### src/design/msc_pkg.sv
// Shared types, constants and helpers for the matrix syndrome codec.
package msc_pkg;

  localparam int ROW_W    = 16;
  localparam int NUM_ROWS = 8;
  localparam int SYN_W    = 8;
  localparam int POS_W    = 4;
  localparam int CFG_AW   = 5;
  localparam int CFG_DW   = 32;

  localparam logic FUNC_ENCODE = 1'b0;
  localparam logic FUNC_DECODE = 1'b1;

  typedef logic [ROW_W-1:0]                row_t;
  typedef logic [SYN_W-1:0]                syn_t;
  typedef logic [POS_W-1:0]                pos_t;
  typedef logic [NUM_ROWS-1:0][ROW_W-1:0]  rows_t;
  typedef logic [ROW_W-1:0][POS_W-1:0]     pos_vec_t;
  typedef logic [CFG_DW-1:0]               cfg_data_t;
  typedef logic [CFG_AW-1:0]               cfg_addr_t;

  typedef enum logic [1:0] {
    ST_ENCODED = 2'd0,
    ST_SINGLE  = 2'd1,
    ST_PAIR    = 2'd2,
    ST_NONE    = 2'd3
  } status_t;

  typedef struct packed {
    logic func;
    row_t word;
    syn_t syn;
  } stage_a_t;

  typedef struct packed {
    logic     func;
    row_t     word;
    syn_t     syn;
    row_t     single_hit;
    row_t     pair_hit;
    pos_vec_t pair_b;
    logic     zero_hi;
  } stage_b_t;

  typedef struct packed {
    row_t    out_word;
    syn_t    syndrome;
    status_t status;
    pos_t    first_pos;
    pos_t    second_pos;
  } result_t;

  function automatic syn_t column_of(rows_t rows, int unsigned pos, int unsigned nrows);
    syn_t col;
    col = '0;
    for (int unsigned i = 0; i < NUM_ROWS; i++) begin
      if (i < nrows) begin
        col[i] = rows[i][pos];
      end
    end
    return col;
  endfunction

endpackage

### src/design/msc_if.sv
// Valid/ready channel interfaces for the codec input and result transactions.
interface msc_in_if;
  logic          valid;
  logic          ready;
  logic          func;
  msc_pkg::row_t in_word;

  modport source (output valid, func, in_word, input ready);
  modport sink   (input valid, func, in_word, output ready);
endinterface

interface msc_out_if;
  logic          valid;
  logic          ready;
  msc_pkg::row_t out_word;
  msc_pkg::syn_t syndrome;
  logic [1:0]    status;
  msc_pkg::pos_t first_pos;
  msc_pkg::pos_t second_pos;

  modport source (output valid, out_word, syndrome, status, first_pos, second_pos,
                  input ready);
  modport sink   (input valid, out_word, syndrome, status, first_pos, second_pos,
                  output ready);
endinterface

### src/design/msc_cfg_regs.sv
// APB-style register file holding the parity-check matrix rows.
module msc_cfg_regs (
  input  logic                clk,
  input  logic                rst_n,
  input  logic                psel,
  input  logic                penable,
  input  logic                pwrite,
  input  msc_pkg::cfg_addr_t  paddr,
  input  msc_pkg::cfg_data_t  pwdata,
  output msc_pkg::cfg_data_t  prdata,
  output logic                pready,
  output msc_pkg::rows_t      rows
);

  msc_pkg::rows_t rows_r;
  logic [2:0]     idx;

  assign idx    = paddr[4:2];
  assign pready = 1'b1;
  assign rows   = rows_r;
  assign prdata = {{(msc_pkg::CFG_DW - msc_pkg::ROW_W){1'b0}}, rows_r[idx]};

  always_ff @(posedge clk) begin
    if (!rst_n) begin
      rows_r <= '0;
    end else if (psel && penable && pwrite) begin
      rows_r[idx] <= pwdata[msc_pkg::ROW_W-1:0];
    end
  end

endmodule

### src/design/msc_front.sv
// First stage: input masking, syndrome and the leading check bits of an encode.
module msc_front #(
  parameter int DATA_BITS  = 8,
  parameter int CHECK_ROWS = 8,
  parameter int CODE_BITS  = 16
) (
  input  logic              clk,
  input  logic              rst_n,
  input  logic              in_valid,
  output logic              in_ready,
  input  logic              func,
  input  msc_pkg::row_t     in_word,
  input  msc_pkg::rows_t    rows,
  output logic              out_valid,
  output msc_pkg::stage_a_t out_data,
  input  logic              out_ready
);

  localparam int ENC_A = (CHECK_ROWS + 2) / 3;
  localparam msc_pkg::row_t DMASK = (DATA_BITS >= msc_pkg::ROW_W) ? '1 :
    msc_pkg::row_t'((64'd1 << DATA_BITS) - 64'd1);
  localparam msc_pkg::row_t CMASK = (CODE_BITS >= msc_pkg::ROW_W) ? '1 :
    msc_pkg::row_t'((64'd1 << CODE_BITS) - 64'd1);

  logic              valid_r;
  msc_pkg::stage_a_t data_r;
  msc_pkg::stage_a_t data_nxt;
  msc_pkg::row_t     enc;
  msc_pkg::row_t     dec;
  msc_pkg::syn_t     syn;

  always_comb begin
    enc = in_word & DMASK;
    for (int i = 0; i < ENC_A; i++) begin
      enc = enc | (msc_pkg::row_t'(^(enc & rows[i])) << (DATA_BITS + i));
    end
    dec = in_word & CMASK;
    syn = '0;
    for (int i = 0; i < CHECK_ROWS; i++) begin
      syn[i] = ^(dec & rows[i]);
    end
    data_nxt.func = func;
    data_nxt.word = (func == msc_pkg::FUNC_DECODE) ? dec : enc;
    data_nxt.syn  = (func == msc_pkg::FUNC_DECODE) ? syn : '0;
  end

  assign in_ready  = !valid_r || out_ready;
  assign out_valid = valid_r;
  assign out_data  = data_r;

  always_ff @(posedge clk) begin
    if (!rst_n) begin
      valid_r <= 1'b0;
    end else if (in_ready) begin
      valid_r <= in_valid;
    end
  end

  always_ff @(posedge clk) begin
    if (in_ready && in_valid) begin
      data_r <= data_nxt;
    end
  end

endmodule

### src/design/msc_search.sv
// Second stage: column and column-pair match search, middle check bits of an encode.
module msc_search #(
  parameter int CHECK_ROWS = 8,
  parameter int DATA_BITS  = 8,
  parameter int CODE_BITS  = 16
) (
  input  logic              clk,
  input  logic              rst_n,
  input  logic              in_valid,
  output logic              in_ready,
  input  msc_pkg::stage_a_t in_data,
  input  msc_pkg::rows_t    rows,
  output logic              out_valid,
  output msc_pkg::stage_b_t out_data,
  input  logic              out_ready
);

  localparam int ENC_A = (CHECK_ROWS + 2) / 3;
  localparam int ENC_B = (2 * ENC_A < CHECK_ROWS) ? 2 * ENC_A : CHECK_ROWS;
  localparam int NPOS  = (CODE_BITS < msc_pkg::ROW_W) ? CODE_BITS : msc_pkg::ROW_W;

  logic                                   valid_r;
  msc_pkg::stage_b_t                      data_r;
  msc_pkg::stage_b_t                      data_nxt;
  msc_pkg::syn_t [msc_pkg::ROW_W-1:0]     cols;
  msc_pkg::row_t                          enc;

  always_comb begin
    for (int j = 0; j < msc_pkg::ROW_W; j++) begin
      cols[j] = msc_pkg::column_of(rows, j, CHECK_ROWS);
    end
    enc = in_data.word;
    for (int i = ENC_A; i < ENC_B; i++) begin
      enc = enc | (msc_pkg::row_t'(^(enc & rows[i])) << (DATA_BITS + i));
    end
    data_nxt.func       = in_data.func;
    data_nxt.word       = (in_data.func == msc_pkg::FUNC_DECODE) ? in_data.word : enc;
    data_nxt.syn        = in_data.syn;
    data_nxt.zero_hi    = (CODE_BITS > msc_pkg::ROW_W) && (in_data.syn == '0);
    data_nxt.single_hit = '0;
    data_nxt.pair_hit   = '0;
    data_nxt.pair_b     = '0;
    for (int a = 0; a < msc_pkg::ROW_W; a++) begin
      data_nxt.single_hit[a] = (a < NPOS) && (cols[a] == in_data.syn);
      // descending so the lowest partner wins
      for (int b = msc_pkg::ROW_W - 1; b >= 0; b--) begin
        if ((a < b) && (b < NPOS) && ((cols[a] ^ cols[b]) == in_data.syn)) begin
          data_nxt.pair_hit[a] = 1'b1;
          data_nxt.pair_b[a]   = msc_pkg::pos_t'(b);
        end
      end
    end
  end

  assign in_ready  = !valid_r || out_ready;
  assign out_valid = valid_r;
  assign out_data  = data_r;

  always_ff @(posedge clk) begin
    if (!rst_n) begin
      valid_r <= 1'b0;
    end else if (in_ready) begin
      valid_r <= in_valid;
    end
  end

  always_ff @(posedge clk) begin
    if (in_ready && in_valid) begin
      data_r <= data_nxt;
    end
  end

endmodule

### src/design/msc_resolve.sv
// Third stage: match priority, bit flips, final check bits and the result register.
module msc_resolve #(
  parameter int CHECK_ROWS = 8,
  parameter int DATA_BITS  = 8
) (
  input  logic              clk,
  input  logic              rst_n,
  input  logic              in_valid,
  output logic              in_ready,
  input  msc_pkg::stage_b_t in_data,
  input  msc_pkg::rows_t    rows,
  output logic              out_valid,
  output msc_pkg::result_t  out_data,
  input  logic              out_ready
);

  localparam int ENC_A = (CHECK_ROWS + 2) / 3;
  localparam int ENC_B = (2 * ENC_A < CHECK_ROWS) ? 2 * ENC_A : CHECK_ROWS;

  logic             valid_r;
  msc_pkg::result_t data_r;
  msc_pkg::result_t data_nxt;
  msc_pkg::row_t    enc;
  msc_pkg::pos_t    single_a;
  msc_pkg::pos_t    pair_a;
  msc_pkg::pos_t    p1;
  msc_pkg::pos_t    p2;
  msc_pkg::row_t    flip;
  msc_pkg::status_t st;

  always_comb begin
    enc = in_data.word;
    for (int i = ENC_B; i < CHECK_ROWS; i++) begin
      enc = enc | (msc_pkg::row_t'(^(enc & rows[i])) << (DATA_BITS + i));
    end
    single_a = '0;
    pair_a   = '0;
    for (int a = msc_pkg::ROW_W - 1; a >= 0; a--) begin
      if (in_data.single_hit[a]) begin
        single_a = msc_pkg::pos_t'(a);
      end
      if (in_data.pair_hit[a]) begin
        pair_a = msc_pkg::pos_t'(a);
      end
    end
    p1   = '0;
    p2   = '0;
    flip = '0;
    priority if (in_data.func == msc_pkg::FUNC_ENCODE) begin
      st = msc_pkg::ST_ENCODED;
    end else if (in_data.single_hit != '0) begin
      st   = msc_pkg::ST_SINGLE;
      p1   = single_a;
      flip = msc_pkg::row_t'(1) << single_a;
    end else if (in_data.zero_hi) begin
      // zero syndrome matched by an unweighted position above the row width
      st = msc_pkg::ST_SINGLE;
    end else if (in_data.pair_hit != '0) begin
      st   = msc_pkg::ST_PAIR;
      p1   = pair_a;
      p2   = in_data.pair_b[pair_a];
      flip = (msc_pkg::row_t'(1) << pair_a) | (msc_pkg::row_t'(1) << in_data.pair_b[pair_a]);
    end else begin
      st = msc_pkg::ST_NONE;
    end
    data_nxt.out_word   = (in_data.func == msc_pkg::FUNC_ENCODE) ? enc : (in_data.word ^ flip);
    data_nxt.syndrome   = in_data.syn;
    data_nxt.status     = st;
    data_nxt.first_pos  = p1;
    data_nxt.second_pos = p2;
  end

  assign in_ready  = !valid_r || out_ready;
  assign out_valid = valid_r;
  assign out_data  = data_r;

  always_ff @(posedge clk) begin
    if (!rst_n) begin
      valid_r <= 1'b0;
    end else if (in_ready) begin
      valid_r <= in_valid;
    end
  end

  always_ff @(posedge clk) begin
    if (in_ready && in_valid) begin
      data_r <= data_nxt;
    end
  end

endmodule

### src/design/matrix_syndrome_codec.sv
// Throughput: one transaction per cycle while out_ch.ready is high; three register
//   stages (syndrome, match search, priority resolve) each with its own valid bit
//   and local ready.
// Reset (synchronous, active low) empties all stages and clears the check rows;
//   the block accepts input in the first cycle after reset.
module matrix_syndrome_codec #(
  parameter int DATA_BITS  = 8,
  parameter int CHECK_ROWS = 8,
  parameter int CODE_BITS  = 16
) (
  input  logic               clk,
  input  logic               rst_n,
  msc_in_if.sink             in_ch,
  msc_out_if.source          out_ch,
  input  logic               cfg_psel,
  input  logic               cfg_penable,
  input  logic               cfg_pwrite,
  input  msc_pkg::cfg_addr_t cfg_paddr,
  input  msc_pkg::cfg_data_t cfg_pwdata,
  output msc_pkg::cfg_data_t cfg_prdata,
  output logic               cfg_pready
);

  msc_pkg::rows_t    rows;
  logic              a_valid;
  logic              a_ready;
  msc_pkg::stage_a_t a_data;
  logic              b_valid;
  logic              b_ready;
  msc_pkg::stage_b_t b_data;
  msc_pkg::result_t  res;

  msc_cfg_regs u_cfg (
    .clk     (clk),
    .rst_n   (rst_n),
    .psel    (cfg_psel),
    .penable (cfg_penable),
    .pwrite  (cfg_pwrite),
    .paddr   (cfg_paddr),
    .pwdata  (cfg_pwdata),
    .prdata  (cfg_prdata),
    .pready  (cfg_pready),
    .rows    (rows)
  );

  msc_front #(
    .DATA_BITS  (DATA_BITS),
    .CHECK_ROWS (CHECK_ROWS),
    .CODE_BITS  (CODE_BITS)
  ) u_front (
    .clk       (clk),
    .rst_n     (rst_n),
    .in_valid  (in_ch.valid),
    .in_ready  (in_ch.ready),
    .func      (in_ch.func),
    .in_word   (in_ch.in_word),
    .rows      (rows),
    .out_valid (a_valid),
    .out_data  (a_data),
    .out_ready (a_ready)
  );

  msc_search #(
    .CHECK_ROWS (CHECK_ROWS),
    .DATA_BITS  (DATA_BITS),
    .CODE_BITS  (CODE_BITS)
  ) u_search (
    .clk       (clk),
    .rst_n     (rst_n),
    .in_valid  (a_valid),
    .in_ready  (a_ready),
    .in_data   (a_data),
    .rows      (rows),
    .out_valid (b_valid),
    .out_data  (b_data),
    .out_ready (b_ready)
  );

  msc_resolve #(
    .CHECK_ROWS (CHECK_ROWS),
    .DATA_BITS  (DATA_BITS)
  ) u_resolve (
    .clk       (clk),
    .rst_n     (rst_n),
    .in_valid  (b_valid),
    .in_ready  (b_ready),
    .in_data   (b_data),
    .rows      (rows),
    .out_valid (out_ch.valid),
    .out_data  (res),
    .out_ready (out_ch.ready)
  );

  assign out_ch.out_word   = res.out_word;
  assign out_ch.syndrome   = res.syndrome;
  assign out_ch.status     = res.status;
  assign out_ch.first_pos  = res.first_pos;
  assign out_ch.second_pos = res.second_pos;

`ifndef SYNTH
  a_ready_chain: assert property (@(posedge clk) disable iff (!rst_n)
    out_ch.ready |-> in_ch.ready)
    else $error("input stalled while result side ready");

  a_reset_empty: assert property (@(posedge clk)
    !rst_n |=> !out_ch.valid)
    else $error("result valid after reset");

  a_pair_order: assert property (@(posedge clk) disable iff (!rst_n)
    (out_ch.valid && out_ch.status == msc_pkg::ST_PAIR) |->
      (out_ch.first_pos < out_ch.second_pos))
    else $error("pair positions out of order");
`endif

endmodule

### src/flat_wrapper.sv
// flat-port wrapper written by rule: the top's interface ports become plain ports
module matrix_syndrome_codec_flat 
#(
  parameter int DATA_BITS  = 8,
  parameter int CHECK_ROWS = 8,
  parameter int CODE_BITS  = 16
)
  (clk, rst_n, cfg_psel, cfg_penable, cfg_pwrite, cfg_paddr, cfg_pwdata, cfg_prdata, cfg_pready, in_ch_valid, in_ch_func, in_ch_in_word, in_ch_ready, out_ch_valid, out_ch_out_word, out_ch_syndrome, out_ch_status, out_ch_first_pos, out_ch_second_pos, out_ch_ready);
  msc_in_if in_ch_i ();
  msc_out_if out_ch_i ();
  input  logic clk;
  input  logic rst_n;
  input  logic cfg_psel;
  input  logic cfg_penable;
  input  logic cfg_pwrite;
  input  msc_pkg::cfg_addr_t cfg_paddr;
  input  msc_pkg::cfg_data_t cfg_pwdata;
  output msc_pkg::cfg_data_t cfg_prdata;
  output logic cfg_pready;
  input wire logic [$bits(in_ch_i.valid)-1:0] in_ch_valid;
  input wire logic [$bits(in_ch_i.func)-1:0] in_ch_func;
  input wire logic [$bits(in_ch_i.in_word)-1:0] in_ch_in_word;
  output wire logic [$bits(in_ch_i.ready)-1:0] in_ch_ready;
  output wire logic [$bits(out_ch_i.valid)-1:0] out_ch_valid;
  output wire logic [$bits(out_ch_i.out_word)-1:0] out_ch_out_word;
  output wire logic [$bits(out_ch_i.syndrome)-1:0] out_ch_syndrome;
  output wire logic [$bits(out_ch_i.status)-1:0] out_ch_status;
  output wire logic [$bits(out_ch_i.first_pos)-1:0] out_ch_first_pos;
  output wire logic [$bits(out_ch_i.second_pos)-1:0] out_ch_second_pos;
  input wire logic [$bits(out_ch_i.ready)-1:0] out_ch_ready;
  assign in_ch_i.valid = in_ch_valid;
  assign in_ch_i.func = in_ch_func;
  assign in_ch_i.in_word = in_ch_in_word;
  assign in_ch_ready = in_ch_i.ready;
  assign out_ch_valid = out_ch_i.valid;
  assign out_ch_out_word = out_ch_i.out_word;
  assign out_ch_syndrome = out_ch_i.syndrome;
  assign out_ch_status = out_ch_i.status;
  assign out_ch_first_pos = out_ch_i.first_pos;
  assign out_ch_second_pos = out_ch_i.second_pos;
  assign out_ch_i.ready = out_ch_ready;
  matrix_syndrome_codec #(.DATA_BITS(DATA_BITS), .CHECK_ROWS(CHECK_ROWS), .CODE_BITS(CODE_BITS)) u_core (.clk(clk), .rst_n(rst_n), .in_ch(in_ch_i), .out_ch(out_ch_i), .cfg_psel(cfg_psel), .cfg_penable(cfg_penable), .cfg_pwrite(cfg_pwrite), .cfg_paddr(cfg_paddr), .cfg_pwdata(cfg_pwdata), .cfg_prdata(cfg_prdata), .cfg_pready(cfg_pready));
endmodule
### config.mk
export PLATFORM = sky130hd
export DESIGN_NAME = matrix_syndrome_codec_flat
export DESIGN_NICKNAME = d
export VERILOG_FILES = /design/src/design/msc_pkg.sv /design/src/design/msc_if.sv /design/src/design/msc_cfg_regs.sv /design/src/design/msc_front.sv /design/src/design/msc_search.sv /design/src/design/msc_resolve.sv /design/src/design/matrix_syndrome_codec.sv /design/src/flat_wrapper.sv
export SDC_FILE = /design/constraint.sdc
export NUM_CORES = 2
export LEC_CHECK = 0
export BUFFER_PORTS_ARGS = -buffer_cell sky130_fd_sc_hd__buf_2
export CORE_UTILIZATION = 50
export CTS_BUF_LIST = sky130_fd_sc_hd__clkbuf_8
export DETAILED_ROUTE_END_ITERATION = 16
export PLACE_DENSITY = 0.68
export SETUP_SLACK_MARGIN = 0.4
export SLEW_MARGIN = 30
export SYNTH_ARGS = -nofsm -noshare
export SYNTH_HDL_FRONTEND = slang
export SYNTH_SLANG_ARGS = --single-unit
### constraint.sdc
create_clock -name clk -period 20.9 [get_ports clk]
set_clock_uncertainty 0.1 [all_clocks]
set_input_delay 4.18 -clock clk [delete_from_list [all_inputs] [get_ports clk]]
set_output_delay 4.18 -clock clk [all_outputs]
set_load 0.005 [all_outputs]
After elaboration in Yosys (flattened, before gate mapping):

Index checks and enable logic that the tools add are counted.

* flip-flop bits (word level): 306
* bits of input ports: 61
* output and inout port bits: 69
* logic and storage cells: 592

* $lt $le $gt $ge: 3
* equality and inequality tests: 136
* shift operators: 3
* mux-type cells: 169
* bitwise logic cells: 148
* reductions and logical operators: 59

Operators with widths (count)
* == test 8 bit: 136
* XOR 8 bit: 120
* 2-to-1 mux 4 bit: 98
* XOR reduction 16 bit: 16
* AND 16 bit: 13
* bitwise mux 128 bit: 1
* 2-to-1 mux 16 bit: 8
* 2-to-1 mux 3 bit: 24
* binary-select mux 16 bit (select 3 bit): 1
* demux 16 bit (select 3 bit): 1
* << shifter 1 x 4 -> 16 bit (first input constant): 3
* bitwise OR 16 bit: 2
* nonzero test 16 bit: 2
* 2-to-1 mux 2 bit: 12
* 2-to-1 mux 1 bit: 23
* AND 10 x 16 -> 16 bit: 1
* AND 8 x 16 -> 16 bit: 1
* AND 9 x 16 -> 16 bit: 1
* binary-select mux 4 bit (select 4 bit): 1
* bitwise OR 16 x 12 -> 16 bit: 1
* bitwise OR 16 x 13 -> 16 bit: 1
* bitwise OR 16 x 14 -> 16 bit: 1
* bitwise OR 16 x 15 -> 16 bit: 1
* OR reduction 2 bit: 8
* other kinds (23): 42

Longest topological paths before layout:

* depth after elaboration: 24
* mapped depth: 13
* gate-level depth less buffers: 10

Modules after synthesis:

From an unflattened synthesis, not the netlist that was laid out.

* cells, all modules: 3446
* area total of the unflattened synthesis: 31014.7 µm²

Modules (own cells, without submodules)
* msc_search: instances 1, cells an instance 2165, area each 19032.0 µm², sequential area each 3052.9 µm²
* msc_cfg_regs: instances 1, cells an instance 524, area each 5749.3 µm², sequential area each 2562.5 µm²
* msc_resolve: instances 1, cells an instance 426, area each 3515.9 µm², sequential area each 1041.0 µm²
* msc_front: instances 1, cells an instance 331, area each 2717.6 µm², sequential area each 770.7 µm²

Worst setup path after synthesis:

Ideal clock, no wire load.

* path kind: in2reg
* from: input out_ch_ready
* to: register u_core.u_search.data_r (netlist bit u_core.u_search.out_data[100]), enable pin
* setup time: 0.715 ns
* arrival time: 11.587 ns
* required time: 20.085 ns
* path slack: 8.498 ns
* cell stages on the path: 2
* path buffers: 0
* path through: nor2b_1 a21boi_0

* word-level cells in the longest chain between the ends: 3

Ends and longest elaborated chain
* start, declared: RTL line flat_wrapper.sv:30 `input wire logic [$bits(out_ch_i.ready)-1:0] out_ch_ready;`
* logical OR 1 bit: RTL line msc_resolve.sv:73 `assign in_ready = !valid_r || out_ready;`
* logical OR 1 bit: RTL line msc_search.sv:55 `assign in_ready = !valid_r || out_ready;`
* logical AND 1 bit: RTL line msc_search.sv:68 `if (in_ready && in_valid) begin`
* end signal, assigned: RTL line msc_search.sv:69 `data_r <= data_nxt;`
* end, declared: RTL line msc_search.sv:23 `msc_pkg::stage_b_t data_r;`

No other way between the ends.
A chain may end at the register's enable or synchronous reset.

Final worst setup path:

* from: input cfg_paddr[3]
* to: output cfg_prdata[1]

* word-level cells in the longest chain between the ends: 2

Ends and longest elaborated chain
* start, declared: RTL line flat_wrapper.sv:16 `input msc_pkg::cfg_addr_t cfg_paddr;`
* binary-select mux 16 bit (select 3 bit): RTL line msc_cfg_regs.sv:21 `assign prdata = {{(msc_pkg::CFG_DW - msc_pkg::ROW_W){1'b0}}, rows_r[idx]};`
* 2-to-1 mux 16 bit (implied by the code): RTL line msc_cfg_regs.sv:21
* end, declared: RTL line flat_wrapper.sv:18 `output msc_pkg::cfg_data_t cfg_prdata;`

No other way between the ends. The select of a mux whose other input is x is not followed.

==> run_results.csv <==
group,metric,value,unit
outcome,status,"finished, final reports clean",
yosys,ys_ff_latch,291,
yosys,synth_area,29600,um^2
power,p_sw,0.000511,W
placement,numPortBuffers,94,
clock_network,clock-sinks,291,
power,leakagePower,10.9,nW
worst_setup_path,worstSetupPathType,"in -> out",
worst_setup_path,critPathMostFrequentCell,"buf_2",
clock_network,root_buffer,"clkbuf_8",
worst_setup_path,path_cells,"buf_2, nor3b_4, a22oi_1, nand4_1, buf_2",
power,ir_drop,0.0000477,V
timing,worst_pin_slew,1.12,ns
timing,hold_viol_final,0,
grt,grt_max_degree,132,
timing,fin_crit,10.15,ns
floorplan,die_h,245,um
worst_setup_path,critPathRequiredTime,16.62,ns
yosys,ys.flop_type,"edfxtp_1",
timing,slew_headroom,24.3,%
route,vias_per_cell,6.48,
yosys,ys_warn_count,0,
yosys,synthArstFlopShare,0,%
worst_setup_path,slowest_stage,"nor3b_4",
placement,dp_slack,10.84,ns
clock_network,clock_latency,0.67,ns
floorplan,initial_core_util,50.9,%
placement,dp_cells,4306,
worst_setup_path,critical_path.max_stage_delay,0.82,ns
floorplan,pin_count,130,
clock_network,cts.clk_slew.worst_paths,0.06,ns
yosys,synth_edf_count,160,
power,switching_share,33.3,%
power,p_seq_share,42.3,%
grt,first_global_vias,26100,
clock_network,cts-resized-gates,0,
route,first_pass_iters,9,
timing,timing.final.ws_setup,10.75,ns
timing,tns,0,ns
timing,rsz0062_at_grt,"no",
power,p_int,0.00102,W
timing,hold_ws,0.314,ns
floorplan,dieArea,60100,um^2
route,drt_iter0_markers,4694,
clock_network,cts_max_path_buffers,3,
clock_network,hold_buffers,0,
power,p_clk_share,32.0,%
floorplan,num_rows,88,
placement,gp_congestion,1.09,
timing,drv_slew,0,
power,finalPower,0.00154,W
floorplan,die_w,245,um
yosys,avgSynthCellArea,8.22,um^2
finish,nFillCells,5405,
worst_setup_path,r2r_slack,16.45,ns
route,ant_nets,0,
finish,drive_above_1_share,13.0,%
route,wl,137000,um
timing,fmax,0.0985,GHz
worst_setup_path,crit_path_start_kind,"input port",
worst_setup_path,crit_fanout,18,
worst_setup_path,end_kind,"primary output",
worst_hold_path,holdCritPathClass,"reg -> reg",
floorplan,core_area,58000,um^2
grt,overflow,0,
timing,min_period_over_period,48.6,%
grt,grt_pass1_wl,191000,um
worst_setup_path,cp_data_arrival_time,5.87,ns
finish,area_delta_synth_final,9.28,%
power,power_per_cell_area,47.6,nW/um^2
yosys,ys_seq_area_share,25.1,%
timing,setup_viol,0,
route,drc,0,
clock_network,cts_tree,"done",
power,p_comb_share,25.7,%
finish,nNetsFinal,3657,
clock_network,post-cts-setup-buffers,0,
yosys,yosys.cell_types.count,80,
clock_network,h-tree-depth,2,
yosys,synthCells,3593,
route,wl_per_cell,31.2,um
job,cap_violations,0,
placement,dp_hpwl,90200,um
finish,final_cells,4399,
grt,antenna_found_initial,8,
grt,track_usage,44.9,%
route,vias,28500,
clock_network,numCtsBuffers,51,
registers in the layout (all words and copies together), names as in the netlist:
signal	cells
u_core.u_resolve.out_data	34
u_core.u_cfg.rows	128
u_core.u_search.out_valid	1
u_core.u_search.out_data	101
u_core.u_resolve.out_valid	1
u_core.u_front.out_data	25
u_core.u_front.out_valid	1
path summary, 6_finish.rpt:
check	to	cells past startpoint	startpoint
setup / recovery	cfg_prdata[1]	5	cfg_paddr[3]
hold / removal	u_core.u_resolve.out_data[16]	0	u_core.u_search.out_data[103]
setup reg to reg	u_core.u_search.out_data[9]	12	u_core.u_front.out_data[4]
hold reg to reg	u_core.u_resolve.out_data[16]	0	u_core.u_search.out_data[103]
stage by stage:
step | area, um^2 | utilization, %
floorplan | 29600 | -
CTS | 32200 | 55.5
detailed placement | 31300 | 53.9
global route | 32300 | 55.6
finish | 32300 | 55.7
global placement | 31200 | 53.8
final cells by class:
type / instances / area, um^2 / share of cell area [%]
inverters: 23 / 86.3 / 0.267
flip-flops and latches: 291 / 7430 / 23.0
clock buffers: 53 / 729 / 2.26
diodes: 4 / 10.0 / 0.0310
multi-input cells: 2945 / 21000 / 64.9
clock inverters: 34 / 189 / 0.585
well taps: 765 / 957 / 2.96
repair buffers: 284 / 1940 / 6.00
placed cells by master (no fill, tap or decap), drive strengths merged, types with 7 or more instances in the layout:
cell | netlist | layout
xnor2 | 935 | 935
nand2 | 616 | 616
xor2 | 314 | 314
buf | 167 | 283
edfxtp | 160 | 160
nor2 | 138 | 138
a21boi | 135 | 135
nor4 | 132 | 132
dfxtp | 131 | 131
or4 | 92 | 92
nand4 | 82 | 82
a22oi | 66 | 66
clkbuf | 182 | 54
or2 | 51 | 51
a21oi | 49 | 49
nand3 | 45 | 45
and2 | 41 | 41
inv | 23 | 40
o21ai | 32 | 32
nor3 | 24 | 24
xnor3 | 23 | 23
conb | 2 | 17
o31ai | 16 | 16
nor2b | 15 | 15
o21bai | 13 | 13
clkinv | 0 | 13
and3 | 9 | 9
a211oi | 9 | 9
nand2b | 7 | 7
nor3b | 7 | 7
synth_stat cells (82+ instances only):
library cell	instances	area (um^2)
a21boi_0	135	1010
buf_1	86	323
clkbuf_1	182	683
dfxtp_1	131	2620
edfxtp_1	160	4800
nand2_1	616	2310
nand4_1	82	513
nor2_1	137	514
nor4_1	132	826
or4_1	92	691
xnor2_1	921	8070
xor2_1	314	2750
power groups by stage:
stage / sequential (W) / combinational (W) / clock, W
6_report: 0.000649 / 0.000394 / 0.000492
3_5_place_dp: 0.000660 / 0.000377 / 0
4_1_cts: 0.000648 / 0.000378 / 0.000496
3_3_place_gp: 0.000659 / 0.000371 / 0
2_1_floorplan: 0.000651 / 0.000269 / 0
5_1_grt: 0.000649 / 0.000413 / 0.000521
layer usage:
| layer | global-route usage [%] | up-vias | wire, um |
|---|---|---|---|
| met5 | 0.0817 | - | 150 |
| met4 | 35.8 | 16 | 13800 |
| met3 | 21.0 | 825 | 23400 |
| met2 | 61.4 | 2514 | 53100 |
| met1 | 53.5 | 13200 | 46700 |
| li1 | - | 12000 | - |
critical path, delay by kind of cell:
family / cells / cell delay (ns)
AND/OR/NAND/NOR: 2 / 1.05
AO/OA/AOI/OAI: 1 / 0.24
buffers and inverters: 2 / 0.40
cell families after synthesis:
family          Yosys count  share of synthesized area [%]
compound gates          380                           9.35
xor+xnor               1272                           39.1
simple gates           1269                           20.7
buf+inv                 372                           5.38
flops                   291                           25.1
other cells               2                         0.0254
mux                       7                          0.250
Power figures use the tool's default switching activity.
